## config.mk

```make
export PLATFORM = sky130hd
export DESIGN_NAME = srl_ctrl
export DESIGN_NICKNAME = d
export VERILOG_FILES = /design/src/hw/rtl/srl_pkg.sv /design/src/hw/rtl/srl_ctrl.sv
export VERILOG_INCLUDE_DIRS = /design/src /design/src/hw/rtl
export SDC_FILE = /design/constraint.sdc
export NUM_CORES = 1
export LEC_CHECK = 0
export ABC_AREA = 0
export BUFFER_PORTS_ARGS = -buffer_cell sky130_fd_sc_hd__buf_2
export CORE_MARGIN = 1.5
export CORE_UTILIZATION = 40
export DETAILED_ROUTE_END_ITERATION = 12
export PLACE_DENSITY = 0.72
export SYNTH_ARGS = -nofsm -noshare
export SYNTH_HDL_FRONTEND = slang
export SYNTH_SLANG_ARGS = --single-unit
```

## constraint.sdc

```tcl
create_clock -name clk -period 2.1 [get_ports clk]
set_input_delay 0.42 -clock clk [delete_from_list [all_inputs] [get_ports clk]]
set_output_delay 0.42 -clock clk [all_outputs]
set_load 0.1 [all_outputs]
```

## src/hw/rtl/assert_macros.svh

```systemverilog
// assertion helpers shared by the rtl
`ifndef ASSERT_MACROS_SVH
`define ASSERT_MACROS_SVH

// same-cycle implication, held off during reset
`define ASSERT_IMPLIES(label, clk, rst_n, ante, cons) \
    label: assert property (@(posedge clk) disable iff (!rst_n) (ante) |-> (cons)) \
        else $error("assertion failed");

// next-cycle implication, held off during reset
`define ASSERT_NEXT(label, clk, rst_n, ante, cons) \
    label: assert property (@(posedge clk) disable iff (!rst_n) (ante) |=> (cons)) \
        else $error("assertion failed");

`endif

```

## src/hw/rtl/srl_pkg.sv

```systemverilog
package srl_pkg;

    // store geometry
    localparam int CAPACITY = 1024;
    localparam int ADDR_W   = $clog2(CAPACITY);
    localparam int CNT_W    = $clog2(CAPACITY + 1);
    localparam int POS_W    = 11;
    localparam int VAL_W    = 32;

    // operation codes carried in tuser
    localparam logic [1:0] OP_CLEAR = 2'd0;
    localparam logic [1:0] OP_LOAD  = 2'd1;
    localparam logic [1:0] OP_QUERY = 2'd2;

    // controller to datapath commands
    typedef struct packed {
        logic start;     // latch a new input beat
        logic clear;     // empty the store
        logic rd_en;     // read the store
        logic rd_mid;    // read address is the search midpoint
        logic rd_next;   // read address is ptr - 2 instead of ptr - 1
        logic mid_load;  // register the search midpoint
        logic cmp_step;  // narrow the search window
        logic wr_en;     // write the store at ptr
        logic wr_shift;  // write data is the entry read, not the key
        logic ptr_dec;   // move the insert pointer down
        logic count_inc; // one more value stored
        logic res_load;  // load the output beat register
    } srl_cmd_t;

    // datapath to controller status
    typedef struct packed {
        logic count_full;
        logic ptr_zero;
        logic ptr_one;
        logic rd_gt;
        logic search_done;
        logic out_busy;
    } srl_sts_t;

endpackage

```

## src/hw/rtl/srl_ctrl.sv

```systemverilog
`include "assert_macros.svh"

module srl_ctrl (
    input  logic             clk,
    input  logic             rst_n,
    input  logic             s_tvalid,
    output logic             s_tready,
    input  logic [1:0]       op,
    output srl_pkg::srl_cmd_t cmd,
    input  srl_pkg::srl_sts_t sts
);
    import srl_pkg::*;

    typedef enum logic [5:0] {
        ST_IDLE    = 6'b000001,
        ST_Q_RD    = 6'b000010,
        ST_Q_CMP   = 6'b000100,
        ST_L_RD    = 6'b001000,
        ST_L_SHIFT = 6'b010000,
        ST_RES     = 6'b100000
    } state_t;

    state_t state_reg;
    state_t state_next;
    logic   accept;

    assign s_tready = (state_reg == ST_IDLE);
    assign accept   = s_tvalid && s_tready;

    // state register
    always_ff @(posedge clk or negedge rst_n)
    begin
        if (!rst_n)
        begin
            state_reg <= ST_IDLE;
        end
        else
        begin
            state_reg <= state_next;
        end
    end

    // next state and commands
    always_comb
    begin
        state_next = state_reg;
        cmd        = '0;
        unique case (state_reg)
            ST_IDLE:
            begin
                if (accept)
                begin
                    cmd.start = 1'b1;
                    case (op)
                        OP_CLEAR: cmd.clear = 1'b1;
                        OP_LOAD:  state_next = sts.count_full ? ST_RES : ST_L_RD;
                        OP_QUERY: state_next = ST_Q_RD;
                        default:  state_next = ST_IDLE;
                    endcase
                end
            end
            ST_Q_RD:
            begin
                if (sts.search_done)
                begin
                    state_next = ST_RES;
                end
                else
                begin
                    cmd.rd_en    = 1'b1;
                    cmd.rd_mid   = 1'b1;
                    cmd.mid_load = 1'b1;
                    state_next   = ST_Q_CMP;
                end
            end
            ST_Q_CMP:
            begin
                cmd.cmp_step = 1'b1;
                state_next   = ST_Q_RD;
            end
            ST_L_RD:
            begin
                if (sts.ptr_zero)
                begin
                    cmd.wr_en     = 1'b1;
                    cmd.count_inc = 1'b1;
                    state_next    = ST_IDLE;
                end
                else
                begin
                    cmd.rd_en  = 1'b1;
                    state_next = ST_L_SHIFT;
                end
            end
            ST_L_SHIFT:
            begin
                cmd.wr_en = 1'b1;
                if (sts.rd_gt)
                begin
                    cmd.wr_shift = 1'b1;
                    cmd.ptr_dec  = 1'b1;
                    if (sts.ptr_one)
                    begin
                        state_next = ST_L_RD;
                    end
                    else
                    begin
                        cmd.rd_en   = 1'b1;
                        cmd.rd_next = 1'b1;
                    end
                end
                else
                begin
                    cmd.count_inc = 1'b1;
                    state_next    = ST_IDLE;
                end
            end
            ST_RES:
            begin
                if (!sts.out_busy)
                begin
                    cmd.res_load = 1'b1;
                    state_next   = ST_IDLE;
                end
            end
            default:
            begin
                state_next = ST_IDLE;
            end
        endcase
    end

    // a search step always follows a midpoint read
    `ASSERT_NEXT(a_mid_then_cmp, clk, rst_n, cmd.mid_load, state_reg == ST_Q_CMP)
    // the store is never grown when already full
    `ASSERT_IMPLIES(a_no_grow_full, clk, rst_n, cmd.count_inc, !sts.count_full)

endmodule

```

==> Word level (Yosys, flattened, before mapping) <==
Cells that the tools add are included.
{ "totals": {"ff_bits": 6, "input_bits": 11, "output_inout_bits": 13, "elab_cells": 46} }
{ "op_classes": {"n_eq_ne": 12, "n_mux": 30, "n_reduce_logical": 3} }
{ "ops": {"columns": ["cell", "n"], "rows": [
  ["6-bit two-way mux", 6],
  ["6-bit case mux with 6 select lines", 1],
  ["6-bit case mux with 3 select lines", 1],
  ["1-bit two-way mux", 13],
  ["2-bit two-way mux", 5],
  ["6-bit by 1-bit == test with 1-bit output, second input constant", 1],
  ["6-bit by 2-bit == test with 1-bit output, second input constant", 1],
  ["6-bit by 3-bit == test with 1-bit output, second input constant", 1],
  ["6-bit by 4-bit == test with 1-bit output, second input constant", 1],
  ["6-bit by 5-bit == test with 1-bit output, second input constant", 1],
  ["6-bit == test, second input constant", 1],
  ["5-bit two-way mux", 1],
  ["2-bit inequality test, second input constant", 2],
  ["1-bit case mux with 2 select lines", 2],
  ["4-bit AND reduction", 1],
  ["3-bit inequality test, second input constant", 1],
  ["1-bit case mux with 3 select lines", 1],
  ["2-bit by 1-bit == test with 1-bit output, second input constant", 1],
  ["2-bit == test, second input constant", 1],
  ["2-bit zero test", 1],
  ["2-bit by 1-bit inequality test with 1-bit output, second input constant", 1],
  ["1-bit logical AND", 1]
]} }

==> Depth between registers and ports, before layout <==
Gate-level depths: netlist (run 1).
{ "logic_depth": {"ltp_word": 4, "ltp_mapped": 6, "mapped_depth_nobuf": 6} }

==> Worst setup path after synthesis (run 1) <==
OpenSTA, ideal clock, no wires.
{ "synth_path": {"kind": "flip-flop to output port", "start": "reg state_reg[4]", "end": "out cmd[9] (netlist bit)", "arrival_ns": 3.497, "required_ns": 1.680, "setup_slack_ns": -1.817, "stages_incl_launch_ff": 4, "n_path_buf": 0, "path_cell_list": "dfrtp_1 or3_4 nor4b_2 or2_1"} }
{ "synth_lines": {"columns": ["element", "line_no", "rtl"], "rows": [
  ["from (decl)", "srl_ctrl.sv:23", "state_t state_reg;"],
  ["from (signal assigned)", "srl_ctrl.sv:39", "state_reg <= state_next;"],
  ["to (decl)", "srl_ctrl.sv:9", "output srl_pkg::srl_cmd_t cmd,"]
]} }

==> results.md, run 1 <==
- After filler insertion, the fill cell instance count of the layout stands at between 80 and 90.
- The mean routed wirelength per cell is 14.2 um.
- The biggest area consumer among synthesized cells is sky130_fd_sc_hd__dfrtp_1.
- For the worst-skew pair, the clock arrives at the later sink with an insertion delay of roughly 250 ps.
- Across the VDD grid, the largest voltage drop is 923 uV.
- The via count of the first global-routing pass is 566.
- In this run the worst setup path terminates at cmd[8].
- The sequential share of the synthesized area is 27.7%.
- Counting every sink on the clock net gives 6.
- The headroom to the max-slew limit is between 80% and 90%.
- The first detailed-routing pass took 4 iterations.
- The count of state elements after synthesis is 6.
- For the final database, setup skew stands at 13.1 ps.
- The worst setup margin is -7.43 ps.
- By area the synthesized netlist is led by sky130_fd_sc_hd__dfrtp_1, sky130_fd_sc_hd__ha_1, sky130_fd_sc_hd__dfstp_2.
- The total die area is 1600 um^2.
- For this design the ratio of total power to cell area is slightly below 900 nW/um^2.
- Per report_power, the sequential group accounts for 18.9% of the total.
- Leaving out fill and tap cells, the most frequent cell in the layout is sky130_fd_sc_hd__buf_12.
- The clock passes through at most 2 buffers.
- The number of warning messages in the yosys log is 0.
- Setup repair after global routing could not meet its margin everywhere.
- The post-synthesis instance total is 64.
- The repair_antennas step left the layout with diodes totalling 0.
- The launch point of the worst path is state_reg[2]$_DFFE_PN0P_.
- The number of maximum-capacitance constraint violations is 0.
- The cell with the biggest individual delay on the critical path is sky130_fd_sc_hd__or3_4.
- The top cell family by delay on the critical path is simple AND/OR/NAND/NOR gates.
- For this run, design rule violations remaining after detail routing come to 0.
- Across all layers, the routed design uses between 600 and 700 vias.
- The achievable clock frequency is 475 MHz.
- In the layout the commonest cells are sky130_fd_sc_hd__buf_12, sky130_fd_sc_hd__buf_2, sky130_fd_sc_hd__buf_4.
- The total length of routed wires is 1580 um.
- The die span in y is 40.0 um.
- The number of H-tree levels is 1.
- Counting flops with a built-in enable in the synthesized netlist gives 0.
- Traced cell by cell, the critical path runs through or3_4, nor4b_4, buf_4, buf_12.
- The worst setup path is captured at an output pin.
- STA classifies the critical path startpoint as a flop.
- Counting the buffers created by CTS gives 3.
- The clock-pin transition on the worst setup and hold timing paths is 50 ps.
- The net count after synthesis is 78.
- The arrival time at the worst endpoint is around 1700 ps.
- The critical path crosses 4 cells after its start point.
- The utilization after layout is 76.6%.
- The global-route wire length before repair is 2480 um.
- The number of endpoints failing setup at the final stage is 3.
- The analysis attributes to cell leakage a power of approximately 0.45 nW.
- The final reports fail on negative setup slack.
- TritonCTS built the clock tree.
- The startpoint identified for the worst register-to-register timing path is state_reg[2]$_DFFE_PN0P_.
- The number of hold violations in the final report is 0.
- The reg-to-reg setup timing slack is 540 ps.
- Summed over all layers, the global routing overflow is 0.
- The post-DP HPWL is roughly 1300 um.
- The dominant synthesized flop cell is sky130_fd_sc_hd__dfrtp_1.
- The flip-flop count of the largest register after layout is 6.
- In the finished design, the share of the clock period the worst path needs comes to 100%.
- In the routed layout, each cell is associated on average with a via count of 5.47.
- The initial antenna violation count is 0.
- The path class of the lowest-slack min-delay path is in -> reg.
- The antenna violation net count after detailed routing is 0.
- The synthesized area is 547 um^2.
- The number of I/O pins is 24.
- The number of DRC markers in iteration 0 is 15.
- Global routing consumed, over all layers together, 24.6% of the routing resources.
- On the worst path, the slowest cell contributes a delay of 420 ps.
- Once the floorplan was initialized, standard cells occupied 42.6% of the core.
- The core area is 1280 um^2.
- The instance area at placement is between 900 and 1000 um^2.
- The final net count is approximately 110.
- The count of cell types in the netlist is 34.
- The synthesized area divided by synthesized cell count is 8.54 um^2.
- The critical setup path kind is reg -> out.
- The clock network burns a little over an eighth of the power.
- Relative to the synthesized area, the layout overhead comes to 80.1%.
- The maximum number of pins on one net before global-route repair is 8.
- The area fraction of the dominant cell type after synthesis is a little under a quarter.
- The root buffer cell is sky130_fd_sc_hd__clkbuf_4.
- The final instance area is about 980 um^2.
- In this run the critical register-to-register path is captured at state_reg[3]$_DFFE_PN0P_.
- The length in cells of the worst reg-to-reg path is 5.
- The switching power is 0.422 mW.
- The count of buffers added on input and output ports is 23.
- The number of standard-cell rows in the floorplan is 13.
- The share of total power dissipated in combinational logic is between 60% and 70%.
- The congestion estimate from routability-driven global placement came to roughly 0.84.
- The internal power is 0.449 mW.
- The worst path buffer plus inverter count is 2.
- In this run switching power makes up 48.4% of total power.
- The fraction of final layout cells with drive strength greater than 1 is 52.1%.
- The shortest period the worst path allows is 2110 ps.
- The flow ran to the end, but the final reports show violations.
- The max-slew violation count is 0.
- The overall die width is 40.0 um.
- The slew at the pin closest to its max-slew limit is 249 ps.
- Data on the critical path is required at its endpoint by ~1700 ps.
- The largest fanout of any net on the critical path is 3.
- The share of flip-flops with an asynchronous set or reset is 100%.
final cells by class:
| cell class | instances | area, um^2 | area share (%) |
|---|---|---|---|
| repair buffers | 32 | 380 | 38.6 |
| well taps | 15 | 18.8 | 1.91 |
| inverters | 4 | 18.8 | 1.91 |
| clock buffers | 4 | 26.3 | 2.67 |
| multi-input cells | 50 | 389 | 39.5 |
| flip-flops and latches | 6 | 151 | 15.4 |
logic make-up (layout without fill, tap and decap cells):
family | Yosys count | after routing | share of synthesized area (%)
compound gates | 12 | 12 | 13.5
xor+xnor | 1 | 1 | 1.60
fa+ha+maj | 3 | 3 | 6.87
buf+inv | 8 | 40 | 8.92
flops | 6 | 6 | 27.7
simple gates | 34 | 34 | 41.4
routing by layer:
metal | share of wire [%] | up-vias | global-route usage (%)
met4 | 4.3 | 0 | 19.0
met3 | 4.3 | 8 | 4.44
met1 | 39 | 281 | 25.3
li1 | - | 291 | -
met5 | 0 | - | 0
met2 | 53 | 27 | 43.5
worst min path at each step:
| stage | endpoint | cells past startpoint | from | slack (ps) |
|---|---|---|---|---|
| 2_1_floorplan | state_reg[1]$_DFFE_PN0P_ | 0 | rst_n | 120 |
| 3_3_place_gp | state_reg[5]$_DFFE_PN0P_ | 1 | rst_n | 240 |
| 3_5_place_dp | state_reg[4]$_DFFE_PN0P_ | 1 | rst_n | 250 |
| 4_1_cts | state_reg[2]$_DFFE_PN0P_ | 2 | sts[1] | 390 |
| 5_1_grt | state_reg[2]$_DFFE_PN0P_ | 2 | sts[1] | 390 |
| 6_report | state_reg[2]$_DFFE_PN0P_ | 2 | sts[1] | 400 |
stage by stage:
| step | cells | worst slack, ps | hold slack (ps) | TNS, ps | total power, mW |
|---|---|---|---|---|---|
| after floorplan | 64 | -816 | 124 | -3560 | 0.540 |
| after global placement | 105 | 269 | 239 | 0 | 0.726 |
| after detailed placement | 105 | 219 | 246 | 0 | 0.740 |
| after CTS | 111 | -32.4 | 390 | -55.0 | 0.876 |
| after global routing | 111 | -61.7 | 393 | -246 | 0.920 |
| final | 111 | -7.43 | 396 | -17.9 | 0.871 |
synth_stat cells, types with 2 or more instances:
cell type	count
sky130_fd_sc_hd__ha_1	3
sky130_fd_sc_hd__nor2b_1	2
sky130_fd_sc_hd__a21oi_1	2
sky130_fd_sc_hd__nand2_1	4
sky130_fd_sc_hd__and2b_1	2
sky130_fd_sc_hd__dfrtp_1	5
sky130_fd_sc_hd__inv_1	4
sky130_fd_sc_hd__buf_4	3
sky130_fd_sc_hd__nand3_1	3
sky130_fd_sc_hd__o21ai_0	2
sky130_fd_sc_hd__nand4_1	3
sky130_fd_sc_hd__a31oi_1	2
sky130_fd_sc_hd__nor3_2	2
sky130_fd_sc_hd__nor2_1	7
power groups by stage:
stage | registers [mW] | logic, mW | clock network, mW
2_1_floorplan | 0.156 | 0.384 | 0
3_3_place_gp | 0.160 | 0.566 | 0
3_5_place_dp | 0.161 | 0.579 | 0
4_1_cts | 0.165 | 0.593 | 0.118
5_1_grt | 0.168 | 0.619 | 0.133
6_report | 0.165 | 0.592 | 0.114
repair_timing:
| item | 4_1_cts | 5_1_grt |
|---|---|---|
| buffers inserted | 1 | 0 |
| pin swaps | 3 | 3 |
| gates cloned | 0 | 0 |
| hold buffers | 1 | 0 |
| hold endpoints to repair | 5 | 0 |
| setup endpoints to repair | 6 | 7 |
| gates resized for setup | 1 | 2 |
worst register-to-register path, stage by stage (launching register included):
cell                      delay [ps]
sky130_fd_sc_hd__dfrtp_1         380
sky130_fd_sc_hd__or3_4           420
sky130_fd_sc_hd__nor3b_4         240
sky130_fd_sc_hd__buf_4           180
sky130_fd_sc_hd__and2b_1         150
sky130_fd_sc_hd__nor3_2           50
Note: power is estimated with default switching activity, not from simulation.
==> run 2, diff against run 1 <==
- RECOVER_POWER: not set -> 100
==> run 2 against run 1 <==
- the run still ends with negative setup slack left
- wire length rose by 2.0%
- critical path depth did not move
- worst hold slack got worse by 1.0 ps
- flip-flop and latch count did not move
- via count rose by 2.8%
- final cell count did not move
- power fell by 0.53%
- register-to-register slack barely moved
- combinational power fell by 0.8%
- critical endpoint unchanged
==> results.md, run 2 (same netlist as run 1, synthesis figures left out) <==
- The initial antenna violation count is 0.
- The die span in y is 40.0 um.
- The remaining global-route overflow is 0.
- The routed design has around 1600 um of wire.
- The antenna cell count is 0.
- The number of vias in the routed layout is 624.
- From synthesis to final layout, the design area changed by 73.5%.
- Dividing total power by cell area gives a power density of just over 900 nW/um^2.
- The flow ran to the end, but the final reports show violations.
- The arrival time at the worst endpoint is approximately 1700 ps.
- In this run the register-to-register setup slack is 540 ps.
- For the finished layout, the period the worst path requires is roughly 2100 ps.
- The flip-flop count of the largest register after layout is 6.
- The top cell family by delay on the critical path is simple AND/OR/NAND/NOR gates.
- The most critical setup path has its startpoint at state_reg[2]$_DFFE_PN0P_.
- After detailed routing, the number of vias per cell comes to 5.62.
- The clock tree skew after final layout is around 13 ps.
- Once routing completed, OpenROAD measured the worst setup slack at -5.57 ps.
- The first TritonRoute pass finished after 4 iterations.
- The overall die width is 40.0 um.
- Setup repair after global routing could not meet its margin everywhere.
- The maximum ir drop on the vdd rail is 924 uV.
- The worst setup path is of the reg -> out kind.
- The clock-pin transition on the worst setup and hold timing paths is 50 ps.
- The share of the clock period used by the worst path after layout is 100%.
- The overall routing resource usage is 24.6%.
- The number of maximum-capacitance constraint violations is 0.
- The number of buffers inserted by port buffering is 23.
- The number of I/O pins is 24.
- In the layout the commonest cells are sky130_fd_sc_hd__buf_12, sky130_fd_sc_hd__buf_4, sky130_fd_sc_hd__buf_2.
- The startpoint identified for the worst register-to-register timing path is state_reg[2]$_DFFE_PN0P_.
- The root buffer cell is sky130_fd_sc_hd__clkbuf_4.
- In this design, the stage delay of the slowest critical-path cell is roughly 410 ps.
- The multi-input combinational cells in the finished layout cover a total of 389 um^2.
- The total die area is 1600 um^2.
- On the final layout, the worst hold slack is slightly below 400 ps.
- The via count of the first global-routing pass is 566.
- The path class of the lowest-slack min-delay path is in -> reg.
- The length in cells of the worst reg-to-reg path is 5.
- The required time at the worst-slack endpoint is 1680 ps.
- The number of hold violations in the final report is 0.
- The final instance area is roughly 950 um^2.
- The maximum number of pins on one net before global-route repair is 8.
- The number of DRC markers in iteration 0 is 20.
- The area used by sequential logic in the layout is 151 um^2.
- The analysis attributes to cell leakage a power of 0.436 nW.
- CTS built an H-tree with a depth of 1.
- For this design, the sink count on the clock tree is 6.
- The wire-length estimate of the detail-placed layout is 1320 um.
- The checks that failed: negative setup slack.
- The worst-skew pair later-pin latency is approximately 250 ps.
- The cell with the biggest individual delay on the critical path is sky130_fd_sc_hd__or3_4.
- The critical path startpoint category is a flop.
- The largest fanout of any net on the critical path is 3.
- The maximum root-to-sink buffer count is 2.
- Clock tree synthesis inserted a total of 3 buffers.
- The post-route DRC violation count is 0.
- The count of nets left with antenna violations once routing finished came out at 0.
- The net count of the finished layout is 111.
- The max-slew violation count was 0.
- Derived from the worst setup path, the maximum achievable clock frequency is 475 MHz.
- The slew at the pin closest to its max-slew limit is 315 ps.
- The capturing element type of the critical path is an output pin.
- The termination of the worst setup path is cmd[8].
- TritonCTS built the clock tree.
- The effective utilization at floorplan is 42.6%.
- The final setup TNS is -11.8 ps.
- The filler cell count in the final layout is just over 90.
- The weighted congestion reported at the end of routability-driven placement is 0.839.
- Counting buffers and inverters, the worst setup path is 4 cells deep.
- The instance area at placement is between 900 and 1000 um^2.
- The core area is around 1300 um^2.
- The fraction of final layout cells with drive strength greater than 1 is between 50% and 60%.
- The mean routed wirelength per cell is 14.5 um.
- The total power is 0.866 mW.
- The most common cell after layout, fill and taps aside is sky130_fd_sc_hd__buf_12.
- The global-route wire length before repair is about 2500 um.
- The worst path buffer plus inverter count is 2.
- The floorplan has 13 rows.
- The reg-to-reg critical path endpoint is state_reg[3]$_DFFE_PN0P_.
- Walking the worst path, the cells encountered are or3_4, nor4b_4, buf_4, buf_12.
- The worst pin sits at a relative slew slack of 79.0%.
- The number of endpoints failing setup at the final stage is 3.
## run 2: changes by cell type in the layout (fill, tap and decap cells not counted), sizes merged
| cell | before | now |
|---|---|---|
| buf | 31 | 28 |
| clkbuf | 4 | 7 |
## run 2: timing repair
action | in CTS | in global routing
hold buffers | 1 | 0
buffers inserted | 1 | 0
hold endpoints to repair | 5 | 0
pin swaps | 3 | 3
gates resized for setup | 1 | 2
endpoints found under the setup margin | 6 | 7
## run 2: worst min-delay path by stage
stage	depth (start not counted)	start	slack, ps	endpoint
after floorplan	0	rst_n	120	state_reg[1]$_DFFE_PN0P_
after global placement	1	rst_n	240	state_reg[5]$_DFFE_PN0P_
after detailed placement	1	rst_n	250	state_reg[4]$_DFFE_PN0P_
after CTS	2	sts[1]	390	state_reg[2]$_DFFE_PN0P_
after global routing	2	sts[1]	390	state_reg[2]$_DFFE_PN0P_
final	2	sts[1]	390	state_reg[2]$_DFFE_PN0P_
## run 2: metrics by stage
stage	setup WS, ps	utilization, %	cells
floorplan	-816	-	64
global placement	269	72.1	105
detailed placement	219	72.1	105
CTS	-32.4	75.9	111
global route	-61.7	73.8	111
finish	-5.57	73.8	111
## run 2: layout make-up
cell class	count	share of cell area [%]
well taps	15	1.98
multi-input cells	50	41.0
flip-flops and latches	6	16.0
repair buffers	32	36.3
clock buffers	4	2.77
inverters	4	1.98
## run 2: worst reg2reg max path, cell delays in order, from the launching register on
cell and delay [ps]:
sky130_fd_sc_hd__dfrtp_1 380, sky130_fd_sc_hd__or3_4 410, sky130_fd_sc_hd__nor3b_4 240, sky130_fd_sc_hd__buf_4 180, sky130_fd_sc_hd__and2b_1 150, sky130_fd_sc_hd__nor3_2 50
## run 2: layer usage
layer	part of all wire, %	wire (um)	global-route usage (%)
met5	0	0	0
met4	4.1	66	19.0
met3	6.2	100	4.44
met2	51	826	43.5
met1	38	614	25.3
## run 2: power by group
part / total (mW) / switching [mW] / internal (mW)
logic: 0.587 / 0.355 / 0.232
clock network: 0.114 / 0.0419 / 0.0720
registers: 0.165 / 0.0244 / 0.141
